File: config.mk
export PLATFORM = sky130hd
export DESIGN_NAME = wmm_tx_class_queue_scheduler
export DESIGN_NICKNAME = d
export VERILOG_FILES = /design/src/sv/wtcq_pkg.sv /design/src/sv/wtcq_ram.sv /design/src/sv/wtcq_ctrl.sv /design/src/sv/wtcq_dp.sv /design/src/sv/wmm_tx_class_queue_scheduler.sv
export SDC_FILE = /design/constraint.sdc
export NUM_CORES = 1
export LEC_CHECK = 0
export BUFFER_PORTS_ARGS = -buffer_cell sky130_fd_sc_hd__clkbuf_2
export CAP_MARGIN = 15
export CORE_ASPECT_RATIO = 1.25
export CORE_MARGIN = 4
export CORE_UTILIZATION = 35
export CTS_BUF_LIST = sky130_fd_sc_hd__clkbuf_16
export DETAILED_ROUTE_END_ITERATION = 10
export GPL_ROUTABILITY_DRIVEN = 0
export PLACE_DENSITY_LB_ADDON = 0.3
export SYNTH_ARGS = -nofsm -noshare
export SYNTH_HDL_FRONTEND = slang
export SYNTH_SLANG_ARGS = --single-unit
File: constraint.sdc
create_clock -name clock -period 7.5 [get_ports clock]
set_input_delay 0.75 -clock clock [delete_from_list [all_inputs] [get_ports clock]]
set_output_delay 0.75 -clock clock [all_outputs]
set_load 0.005 [all_outputs]
File: src/sv/wtcq_pkg.sv
// Shared types, constants and functions for the WMM transmit class queue scheduler.
`timescale 1ns / 1ps
package wtcq_pkg;

   localparam int unsigned HANDLE_W    = 8;
   localparam int unsigned PRIO_W      = 3;
   localparam int unsigned CLASS_W     = 2;
   localparam int unsigned NUM_CLASSES = 4;

   localparam int unsigned DEF_VOICE_DEPTH       = 16;
   localparam int unsigned DEF_VIDEO_DEPTH       = 16;
   localparam int unsigned DEF_BEST_EFFORT_DEPTH = 16;
   localparam int unsigned DEF_BACKGROUND_DEPTH  = 16;

   // handles at or above this are not valid buffers
   localparam int unsigned POOL_SIZE = 256;

   localparam logic ACT_ENQUEUE = 1'b0;
   localparam logic ACT_DEQUEUE = 1'b1;

   localparam logic [CLASS_W-1:0] CLASS_VO = 2'd0;
   localparam logic [CLASS_W-1:0] CLASS_VI = 2'd1;
   localparam logic [CLASS_W-1:0] CLASS_BE = 2'd2;
   localparam logic [CLASS_W-1:0] CLASS_BG = 2'd3;

   typedef enum logic [1:0] {
      ST_IDLE,
      ST_EXEC,
      ST_READ,
      ST_RESP
   } wtcq_state_type;

   typedef struct packed {
      logic load_req;
      logic exec;
      logic capture_handle;
   } wtcq_cmd_type;

   typedef struct packed {
      logic deq_hit;
   } wtcq_status_type;

   function automatic logic [CLASS_W-1:0] prio_to_class(input logic [PRIO_W-1:0] prio);
      logic [CLASS_W-1:0] cls;
      case (prio) inside
         3'd7, 3'd6: cls = CLASS_VO;
         3'd5, 3'd4: cls = CLASS_VI;
         3'd2, 3'd1: cls = CLASS_BG;
         default:    cls = CLASS_BE;
      endcase
      return cls;
   endfunction

endpackage

File: src/sv/wtcq_ram.sv
// Generic single-write, single-read RAM with registered read data.
`timescale 1ns / 1ps
module wtcq_ram #(
   parameter int unsigned WIDTH = 8,
   parameter int unsigned DEPTH = 16,
   localparam int unsigned AW = (DEPTH > 1) ? $clog2(DEPTH) : 1
) (
   input  logic             clock,
   input  logic             wr_en,
   input  logic [AW-1:0]    wr_addr,
   input  logic [WIDTH-1:0] wr_data,
   input  logic             rd_en,
   input  logic [AW-1:0]    rd_addr,
   output logic [WIDTH-1:0] rd_data
);

   logic [WIDTH-1:0] mem_ff [DEPTH];
   logic [WIDTH-1:0] rd_data_ff;

   always_ff @(posedge clock) begin
      if (wr_en) begin
         mem_ff[wr_addr] <= wr_data;
      end
      if (rd_en) begin
         rd_data_ff <= mem_ff[rd_addr];
      end
   end

   assign rd_data = rd_data_ff;

endmodule

File: src/sv/wtcq_ctrl.sv
// Sequencer: accept, execute, optional storage read, present result.
`timescale 1ns / 1ps
module wtcq_ctrl (
   input  logic                      clock,
   input  logic                      reset,
   input  logic                      req_valid,
   output logic                      req_stall,
   output logic                      rsp_valid,
   input  logic                      rsp_stall,
   output wtcq_pkg::wtcq_cmd_type    cmd,
   input  wtcq_pkg::wtcq_status_type status
);
   import wtcq_pkg::*;

   wtcq_state_type state_ff;
   wtcq_state_type state_in;

   always_ff @(posedge clock) begin
      if (reset) begin
         state_ff <= ST_IDLE;
      end else begin
         state_ff <= state_in;
      end
   end

   always_comb begin
      state_in = state_ff;
      cmd      = '0;
      req_stall = 1'b1;
      rsp_valid = 1'b0;
      case (state_ff)
         ST_IDLE: begin
            req_stall = 1'b0;
            if (req_valid) begin
               cmd.load_req = 1'b1;
               state_in     = ST_EXEC;
            end
         end
         ST_EXEC: begin
            cmd.exec = 1'b1;
            state_in = status.deq_hit ? ST_READ : ST_RESP;
         end
         ST_READ: begin
            cmd.capture_handle = 1'b1;
            state_in           = ST_RESP;
         end
         ST_RESP: begin
            rsp_valid = 1'b1;
            if (!rsp_stall) begin
               state_in = ST_IDLE;
            end
         end
         default: state_in = ST_IDLE;
      endcase
   end

endmodule

File: src/sv/wtcq_dp.sv
// Datapath: per-class queue pointers and storage, priority pick, result register.
`timescale 1ns / 1ps
module wtcq_dp #(
   parameter int unsigned VOICE_DEPTH       = wtcq_pkg::DEF_VOICE_DEPTH,
   parameter int unsigned VIDEO_DEPTH       = wtcq_pkg::DEF_VIDEO_DEPTH,
   parameter int unsigned BEST_EFFORT_DEPTH = wtcq_pkg::DEF_BEST_EFFORT_DEPTH,
   parameter int unsigned BACKGROUND_DEPTH  = wtcq_pkg::DEF_BACKGROUND_DEPTH
) (
   input  logic                               clock,
   input  logic                               reset,
   input  logic                               req_action,
   input  logic [wtcq_pkg::PRIO_W-1:0]        req_user_priority,
   input  logic [wtcq_pkg::HANDLE_W-1:0]      req_packet_handle,
   input  logic [wtcq_pkg::NUM_CLASSES-1:0]   req_downstream_ready,
   input  wtcq_pkg::wtcq_cmd_type             cmd,
   output wtcq_pkg::wtcq_status_type          status,
   output logic                               rsp_handed_back,
   output logic                               rsp_tx_valid,
   output logic [wtcq_pkg::HANDLE_W-1:0]      rsp_tx_handle,
   output logic [wtcq_pkg::CLASS_W-1:0]       rsp_tx_class,
   output logic                               rsp_more_pending
);
   import wtcq_pkg::*;

   localparam int unsigned DEPTHS [NUM_CLASSES] = '{
      VOICE_DEPTH, VIDEO_DEPTH, BEST_EFFORT_DEPTH, BACKGROUND_DEPTH
   };

   // captured transaction
   logic                   action_ff;
   logic [PRIO_W-1:0]      prio_ff;
   logic [HANDLE_W-1:0]    handle_ff;
   logic [NUM_CLASSES-1:0] ready_ff;

   // result register
   logic                   handed_back_ff, handed_back_in;
   logic                   tx_valid_ff, tx_valid_in;
   logic [HANDLE_W-1:0]    tx_handle_ff, tx_handle_in;
   logic [CLASS_W-1:0]     tx_class_ff, tx_class_in;
   logic                   more_ff, more_in;

   logic [NUM_CLASSES-1:0] full;
   logic [NUM_CLASSES-1:0] nonempty;
   logic [NUM_CLASSES-1:0] multi;
   logic [NUM_CLASSES-1:0] push;
   logic [NUM_CLASSES-1:0] pop;
   logic [HANDLE_W-1:0]    rdata [NUM_CLASSES];

   logic [CLASS_W-1:0]     enq_class;
   logic                   enq_reject;
   logic [NUM_CLASSES-1:0] eligible;
   logic [NUM_CLASSES-1:0] pick_oh;
   logic [CLASS_W-1:0]     pick_class;
   logic                   pick_hit;
   logic [NUM_CLASSES-1:0] left_after;

   always_ff @(posedge clock) begin
      if (cmd.load_req) begin
         action_ff <= req_action;
         prio_ff   <= req_user_priority;
         handle_ff <= req_packet_handle;
         ready_ff  <= req_downstream_ready;
      end
   end

   assign enq_class  = prio_to_class(prio_ff);
   assign enq_reject = ({1'b0, handle_ff} >= (HANDLE_W + 1)'(POOL_SIZE)) || full[enq_class];

   assign eligible = ready_ff & nonempty;

   always_comb begin
      pick_oh    = '0;
      pick_class = CLASS_VO;
      for (int i = NUM_CLASSES - 1; i >= 0; i--) begin
         if (eligible[i]) begin
            pick_oh    = '0;
            pick_oh[i] = 1'b1;
            pick_class = CLASS_W'(i);
         end
      end
   end

   assign pick_hit   = |eligible;
   assign left_after = (nonempty & ~pick_oh) | (multi & pick_oh);

   assign status.deq_hit = (action_ff == ACT_DEQUEUE) && pick_hit;

   always_comb begin
      for (int i = 0; i < NUM_CLASSES; i++) begin
         push[i] = cmd.exec && (action_ff == ACT_ENQUEUE) && !enq_reject &&
                   (enq_class == CLASS_W'(i));
         pop[i]  = cmd.exec && status.deq_hit && pick_oh[i];
      end
   end

   always_comb begin
      handed_back_in = handed_back_ff;
      tx_valid_in    = tx_valid_ff;
      tx_handle_in   = tx_handle_ff;
      tx_class_in    = tx_class_ff;
      more_in        = more_ff;
      if (cmd.exec) begin
         handed_back_in = 1'b0;
         tx_valid_in    = 1'b0;
         tx_handle_in   = '0;
         tx_class_in    = CLASS_VO;
         more_in        = 1'b0;
         if (action_ff == ACT_ENQUEUE) begin
            handed_back_in = enq_reject;
            tx_class_in    = enq_class;
         end else if (pick_hit) begin
            tx_valid_in = 1'b1;
            tx_class_in = pick_class;
            more_in     = |(ready_ff & left_after);
         end
      end else if (cmd.capture_handle) begin
         tx_handle_in = rdata[tx_class_ff];
      end
   end

   always_ff @(posedge clock) begin
      handed_back_ff <= handed_back_in;
      tx_valid_ff    <= tx_valid_in;
      tx_handle_ff   <= tx_handle_in;
      tx_class_ff    <= tx_class_in;
      more_ff        <= more_in;
   end

   for (genvar g = 0; g < NUM_CLASSES; g++) begin : g_class
      localparam int unsigned D  = DEPTHS[g];
      localparam int unsigned PW = (D > 1) ? $clog2(D) : 1;
      localparam int unsigned CW = $clog2(D + 1);
      localparam int unsigned SW = $clog2(2 * D);

      logic [CW-1:0] count_ff, count_in;
      logic [PW-1:0] rd_ff, rd_in;
      logic [SW-1:0] wr_sum;
      logic [SW-1:0] wr_wrap;

      assign full[g]     = (count_ff == CW'(D));
      assign nonempty[g] = (count_ff != '0);
      assign multi[g]    = (count_ff > CW'(1));

      assign wr_sum  = SW'(rd_ff) + SW'(count_ff);
      assign wr_wrap = (wr_sum >= SW'(D)) ? (wr_sum - SW'(D)) : wr_sum;

      always_comb begin
         count_in = count_ff;
         rd_in    = rd_ff;
         if (push[g]) begin
            count_in = count_ff + CW'(1);
         end else if (pop[g]) begin
            count_in = count_ff - CW'(1);
            rd_in    = (rd_ff == PW'(D - 1)) ? '0 : rd_ff + PW'(1);
         end
      end

      always_ff @(posedge clock) begin
         if (reset) begin
            count_ff <= '0;
            rd_ff    <= '0;
         end else begin
            count_ff <= count_in;
            rd_ff    <= rd_in;
         end
      end

      wtcq_ram #(
         .WIDTH (HANDLE_W),
         .DEPTH (D)
      ) u_store (
         .clock   (clock),
         .wr_en   (push[g]),
         .wr_addr (wr_wrap[PW-1:0]),
         .wr_data (handle_ff),
         .rd_en   (pop[g]),
         .rd_addr (rd_ff),
         .rd_data (rdata[g])
      );
   end

   assign rsp_handed_back  = handed_back_ff;
   assign rsp_tx_valid     = tx_valid_ff;
   assign rsp_tx_handle    = tx_handle_ff;
   assign rsp_tx_class     = tx_class_ff;
   assign rsp_more_pending = more_ff;

endmodule

File: src/sv/wmm_tx_class_queue_scheduler.sv
// Top level of the WMM transmit class queue scheduler.
//
//   channel   direction  handshake            payload
//   req_      in         req_valid/req_stall  action, user_priority, packet_handle,
//                                             downstream_ready
//   rsp_      out        rsp_valid/rsp_stall  handed_back, tx_valid, tx_handle,
//                                             tx_class, more_pending
//
// One transaction at a time. Enqueue: the sequencer goes from accept to execute to
// result. Dequeue that pops: a registered storage read sits between execute and
// result. Rate is set by the single-issue sequencer.
// Synchronous reset empties all queues at once; storage contents are left as is.
// rsp_stall holds the result and keeps req_stall high until it is taken.
`timescale 1ns / 1ps
module wmm_tx_class_queue_scheduler #(
   parameter int unsigned VOICE_DEPTH       = wtcq_pkg::DEF_VOICE_DEPTH,
   parameter int unsigned VIDEO_DEPTH       = wtcq_pkg::DEF_VIDEO_DEPTH,
   parameter int unsigned BEST_EFFORT_DEPTH = wtcq_pkg::DEF_BEST_EFFORT_DEPTH,
   parameter int unsigned BACKGROUND_DEPTH  = wtcq_pkg::DEF_BACKGROUND_DEPTH
) (
   input  logic                              clock,
   input  logic                              reset,
   input  logic                              req_valid,
   output logic                              req_stall,
   input  logic                              req_action,
   input  logic [wtcq_pkg::PRIO_W-1:0]       req_user_priority,
   input  logic [wtcq_pkg::HANDLE_W-1:0]     req_packet_handle,
   input  logic [wtcq_pkg::NUM_CLASSES-1:0]  req_downstream_ready,
   output logic                              rsp_valid,
   input  logic                              rsp_stall,
   output logic                              rsp_handed_back,
   output logic                              rsp_tx_valid,
   output logic [wtcq_pkg::HANDLE_W-1:0]     rsp_tx_handle,
   output logic [wtcq_pkg::CLASS_W-1:0]      rsp_tx_class,
   output logic                              rsp_more_pending
);
   import wtcq_pkg::*;

   wtcq_cmd_type    cmd;
   wtcq_status_type status;

   wtcq_ctrl u_ctrl (
      .clock     (clock),
      .reset     (reset),
      .req_valid (req_valid),
      .req_stall (req_stall),
      .rsp_valid (rsp_valid),
      .rsp_stall (rsp_stall),
      .cmd       (cmd),
      .status    (status)
   );

   wtcq_dp #(
      .VOICE_DEPTH       (VOICE_DEPTH),
      .VIDEO_DEPTH       (VIDEO_DEPTH),
      .BEST_EFFORT_DEPTH (BEST_EFFORT_DEPTH),
      .BACKGROUND_DEPTH  (BACKGROUND_DEPTH)
   ) u_dp (
      .clock                (clock),
      .reset                (reset),
      .req_action           (req_action),
      .req_user_priority    (req_user_priority),
      .req_packet_handle    (req_packet_handle),
      .req_downstream_ready (req_downstream_ready),
      .cmd                  (cmd),
      .status               (status),
      .rsp_handed_back      (rsp_handed_back),
      .rsp_tx_valid         (rsp_tx_valid),
      .rsp_tx_handle        (rsp_tx_handle),
      .rsp_tx_class         (rsp_tx_class),
      .rsp_more_pending     (rsp_more_pending)
   );

endmodule

Word level (Yosys, flattened, before mapping):

Memory sizes are Yosys's and may differ from the RTL's. A register that Yosys moved wholly into a read port is not among the register bits.
Index checks and enable logic that the tools add are counted.

* register bits: 67
* bits in writable memories: 512
* output and inout port bits: 15
* word-level logic and storage cells: 173
* memories: 4

* add/subtract/negate cells: 20
* $lt $le $gt $ge: 10
* equality and inequality tests: 22
* multiplexer cells: 53
* bitwise operators: 12
* reductions and logical operators: 34

Memory list
* u_dp.g_class[0].u_store.mem_ff: words 16, width 8, rd ports 1, clocked after memory_dff 1, write ports 1, line wtcq_ram.sv:17 `logic [WIDTH-1:0] mem_ff [DEPTH];`
* u_dp.g_class[1].u_store.mem_ff: words 16, width 8, rd ports 1, clocked after memory_dff 1, write ports 1, line wtcq_ram.sv:17
* u_dp.g_class[2].u_store.mem_ff: words 16, width 8, rd ports 1, clocked after memory_dff 1, write ports 1, line wtcq_ram.sv:17
* u_dp.g_class[3].u_store.mem_ff: words 16, width 8, rd ports 1, clocked after memory_dff 1, write ports 1, line wtcq_ram.sv:17

Operator list (number)
* 4-bit 2-to-1 mux: 12
* 5-bit 2-to-1 mux: 8
* 4-bit by 5-bit adder with 5-bit output: 4
* 5-bit by 1-bit adder with 5-bit output (second input constant): 4
* 5-bit equality test (second input constant): 4
* 5-bit greater-or-equal comparator (second input constant): 4
* 5-bit by 1-bit greater-than comparator with 1-bit output (second input constant): 4
* 2-bit 2-to-1 mux: 10
* 5-bit nonzero test: 4
* 5-bit by 1-bit subtractor with 5-bit output (second input constant): 4
* 1-bit 2-to-1 mux: 18
* 4-bit by 1-bit adder with 4-bit output (second input constant): 4
* 4-bit bitwise AND: 4
* 8-bit binary-select mux with 2-bit select: 1
* 4-bit equality test (second input constant): 4
* 8-bit 2-to-1 mux: 2
* 4-bit by 1-bit subtractor with 4-bit output (second input constant): 4
* 3-bit equality test (second input constant): 4
* 1-bit logical AND: 12
* 2-bit AND reduction: 6
* 2-bit equality test (second input constant): 4
* 2-bit one-hot mux with 4 select lines: 1
* 2-bit nonzero test: 4
* 4-bit OR reduction: 2
* 14 further kinds: 23

Depth between registers and ports, before layout:

* depth in word-level cells: 12
* gate-level depth with buffers: 9

By module:

A second synthesis with hierarchy kept.

* cell total of the unflattened synthesis: 1329
* area, all modules: 25037.8 sq um

Modules (own cells, without submodules)
* wtcq_ram: instances 4, cells an instance 229, area each 5227.5 sq um, seq. area each 4083.9 sq um
* wtcq_dp: instances 1, cells an instance 391, area each 3930.0 sq um, seq. area each 1511.4 sq um
* wtcq_ctrl: instances 1, cells an instance 22, area each 197.7 sq um, seq. area each 40.0 sq um

Least setup slack after synthesis:

OpenSTA, ideal clock, no wires.

* path kind: register -> register
* start: reg u_ctrl.state_ff[1]
* end: mem u_dp.g_class[3].u_store.mem_ff[12][0] (enable)
* arrival time: 2.701 ns
* data required time: 7.105 ns
* setup slack: 4.404 ns
* cell stages (with the launch flop): 7
* path buffers: 1
* period minus slack after synthesis: 3.096 ns
* cells stage by stage: dfxtp_1 inv_1 ha_1 or3b_1 or3_1 clkbuf_1 nor4_1

* cells in the longest elaborated chain, start to end: 7

RTL lines
* from (decl): line wtcq_ctrl.sv:15 `wtcq_state_type state_ff;`
* from (signal assigned): line wtcq_ctrl.sv:22 `state_ff <= state_in;`
* 2-bit by 1-bit equality test with 1-bit output: line wtcq_ctrl.sv:31 `case (state_ff)`
* 1-bit 2-to-1 mux: line wtcq_ctrl.sv:31
* 1-bit logical AND (3 in series): line wtcq_dp.sv:90 `push[i] = cmd.exec && (action_ff == ACT_ENQUEUE) && !enq_reject &&`
* 1-bit 2-to-1 mux: line wtcq_ram.sv:21 `if (wr_en) begin`
* 1-bit 2-to-1 mux (implied by the code): line wtcq_ram.sv:22 `mem_ff[wr_addr] <= wr_data;`
* to (decl): line wtcq_ram.sv:17

Every way passes these cells.

Final worst setup path:

* start: reg u_ctrl.state_ff[1]
* end: mem u_dp.g_class[3].u_store.mem_ff[0][2] (enable)

Same word-level chain as after synthesis.

==> flow_summary.toml <==
[placement]
io_buffers = 34
post-dp-hpwl_um = 34200
placed_area_um2 = 26030

[route]
ant_nets = 0
drtIter0Drc = 980
via_count = 11870
routed_wl_um = 53950
vias_per_cell = 5.154
routedWlPerCell_um = 23.43
drcViolationCount = 0
dr.pass1.iters = 5

[cts]
path_clk_slew_ns = 0.07
root_buffer = "clkbuf_16"
cts_buffer_depth = 3
postCtsHoldBufs = 0
htree_levels = 2
cts_setup_buffers = 0
cts_resized = 0
clk_latency_ns = 0.59
cts_tree = "done"
cts_buffers = 55
cts_sinks = 611

[timing]
grt_setup_unrepaired = "false"
finalClockSkew_ns = 0.01607
fin_crit_ns = 3.999
finalSetupViolCount = 0
setup_tns_ns = 0
report.final.slew_viol_count = 0
fin_crit_sh = 0.5333
finalHoldViolCount = 0
slew_headroom = 0.2678
whs_ns = 0.3426
fmax_ghz = 0.2500
worst_slew_pin_slew_ns = 1.090

[cells_and_area]
drive_gt1_frac = 0.2493
area_growth_pct = 13.18
postLayoutCellArea_um2 = 28000
multi_input_area_um2 = 6545
antennaDiodeCount = 0
nFillCells = 6242
layout.nets = 1383
seqCellArea_um2 = 17890

[pwr]
vdd_drop_max_uv = 141.1
powerDensity_nw_per_um2 = 273.7
power.total_w = 0.007664
leakage_nw = 8.667

[logic_synthesis]
synth.most_common_cell = "edfxtp_1"
synth_edf_count = 565
ys_types = 69
ys_top_cells_by_count = "edfxtp_1, mux4_2, nor2_1"
ys_async_sr_fraction = 0
syn_area_um2 = 24740
synth.ff_latch_count = 611
synth.area.top_cells = "edfxtp_1, mux4_2, dfxtp_1"
ys.flop_type = "edfxtp_1"
synth.net_count = 1322
synth_area_leader_cell = "edfxtp_1"
yosysSeqAreaShare = 0.7229
synth_top_area_share = 0.6857
synthCells = 1261
syn_area_per_cell_um2 = 19.62
ys_warn_count = 0

[worst_setup_path]
crit-reg2reg-launch = "u_ctrl.state_ff[1]"
crit_buf_inv = 1
crit_family = "simple AND/OR/NAND/NOR gates"
path_common_cell = "or3_1"
worst-path-max-fanout = 21
r2r_setup_slack_ns = 3.50
cp.required_ns = 7.69
setup.worst_path.start_class = "flip-flop"
cp_data_arrival_time_ns = 4.19
critical_path_class = "flip-flop to flip-flop"
r2r-end = "u_dp.g_class[3].u_store.mem_ff[0][2]"
slowest_delay_ns = 0.82
critPathSlowestCell = "nor3_1"
worstPathCellList = "inv_1 -> ha_1 -> or3b_1 -> or3_1 -> or3_1 -> nor3_1"
end_kind = "flip-flop"
r2r_cells = 6

[floorplanning]
fp.coreArea_um2 = 69730
io-pin-count = 35
rows = 108
start_util = 0.3549
die_y_um = 305.3
die_x_um = 245.8
dieArea_um2 = 75040

[global_route]
grt_usage = 0.1433
grt_max_degree = 65
grt_pass1_wl_um = 81360
grt_pass1_vias = 12230
antenna_found_initial = 0
gr-total-overflow = 0

[min_path]
hp-start = "req_packet_handle[4]"
hp-class = "input pin to flip-flop"
holdPathStages = 1
whs_endpoint = "u_dp.handle_ff[4]"

[run_status]
outcome = "finished, final reports clean"

[run]
cap_violations = 0
per-layer routing:
layer	up-vias	global-route usage	wire length [um]
met2	280	0.2502	27780
met3	88	0.01885	2125
li1	5261	-	-
met4	0	0.03867	1384
met5	-	0	0
met1	6241	0.1898	22660
worst reg2reg max path, delay by kind of cell (launching register included):
kind	cells	cell delay, ns
adder cells (fa/ha/maj)	1	0.76
AND/OR/NAND/NOR	4	2.39
buffers and inverters	1	0.12
flip-flops	1	0.35
cells by family (layout without fill, tap and decap cells):
group,after synthesis,count (layout),share of synthesized area
DFF,611,611,0.7229
and+or+nand+nor,231,231,0.04612
adders and majority gates,41,41,0.02195
muxes,188,188,0.1613
buffers and inverters,77,184,0.01310
AOI/OAI and AO/OA,77,77,0.02190
xor gates and xnor gates,36,36,0.01274
how the worst max path moves through the flow:
stage	startpoint	slack (ns)	endpoint	cells after the start
3_3_place_gp	u_ctrl.state_ff[1]	3.66	u_dp.g_class[3].u_store.mem_ff[0][4]	6
2_1_floorplan	u_ctrl.state_ff[1]	4.40	u_dp.g_class[3].u_store.mem_ff[12][0]	6
5_1_grt	u_ctrl.state_ff[1]	3.21	u_dp.g_class[3].u_store.mem_ff[0][2]	6
6_report	u_ctrl.state_ff[1]	3.50	u_dp.g_class[3].u_store.mem_ff[0][2]	6
3_5_place_dp	u_ctrl.state_ff[1]	3.46	u_dp.g_class[3].u_store.mem_ff[0][7]	6
4_1_cts	u_ctrl.state_ff[1]	3.43	u_dp.g_class[3].u_store.mem_ff[0][2]	6
placed cells by master (no fill, tap or decap), types with 5 or more instances in the layout:
cell        netlist  layout
o21ai_0           7       7
nor2_1           95      95
mux2i_1          17      17
nand3_1          18      18
a21o_1            5       5
clkinv_1          1       7
xnor2_1          19      19
inv_1            16      24
clkinvlp_4        0       6
nand3b_1          6       6
nor3_1           18      18
a21oi_1          28      28
xor2_1           17      17
a31oi_1           7       7
clkbuf_2          0      34
nand2_1          42      42
bufinv_16         0      11
clkinv_2          0      10
nor4_1            9       9
mux4_2          168     168
buf_4             1      24
clkbuf_16         0      56
ha_1             37      37
dfxtp_1          46      42
edfxtp_1        565     565
or3_1             8       8
per-stage QoR:
stage / utilization / worst slack, ns / instances
4_1_cts: 0.4011 / 3.430 / 2298
3_3_place_gp: 0.3733 / 3.660 / 2195
6_report: 0.4016 / 3.501 / 2303
5_1_grt: 0.4016 / 3.206 / 2303
3_5_place_dp: 0.3733 / 3.458 / 2195
2_1_floorplan: - / 4.404 / 1261
where the power goes:
group / leakage, nW / internal [W] / switching (W)
Sequential: 5.46 / 0.00396 / 0.0000794
Clock: 0.966 / 0.00174 / 0.00124
Combinational: 2.24 / 0.000191 / 0.000447
flip-flops by register name (all words and copies together) (netlist names):
name                          cells
u_dp.g_class.rd_ff               16
u_dp.ready_ff                     4
u_dp.rsp_tx_handle                8
u_dp.rsp_tx_valid                 1
u_dp.g_class.count_ff            20
u_dp.rsp_tx_class                 2
u_dp.g_class.u_store.rd_data     32
u_dp.prio_ff                      3
u_dp.handle_ff                    8
u_dp.rsp_more_pending             1
u_dp.g_class.u_store.mem_ff     512
u_dp.rsp_handed_back              1
u_dp.action_ff                    1
u_ctrl.state_ff                   2
final cells by class:
cell class / count / area share
inverters: 18 / 0.002591
multi-input cells: 573 / 0.2337
well taps: 935 / 0.04177
clock inverters: 47 / 0.01921
clock buffers: 56 / 0.05004
repair buffers: 63 / 0.01376
flip-flops and latches: 611 / 0.6389
(Power assumes the default switching activity.)
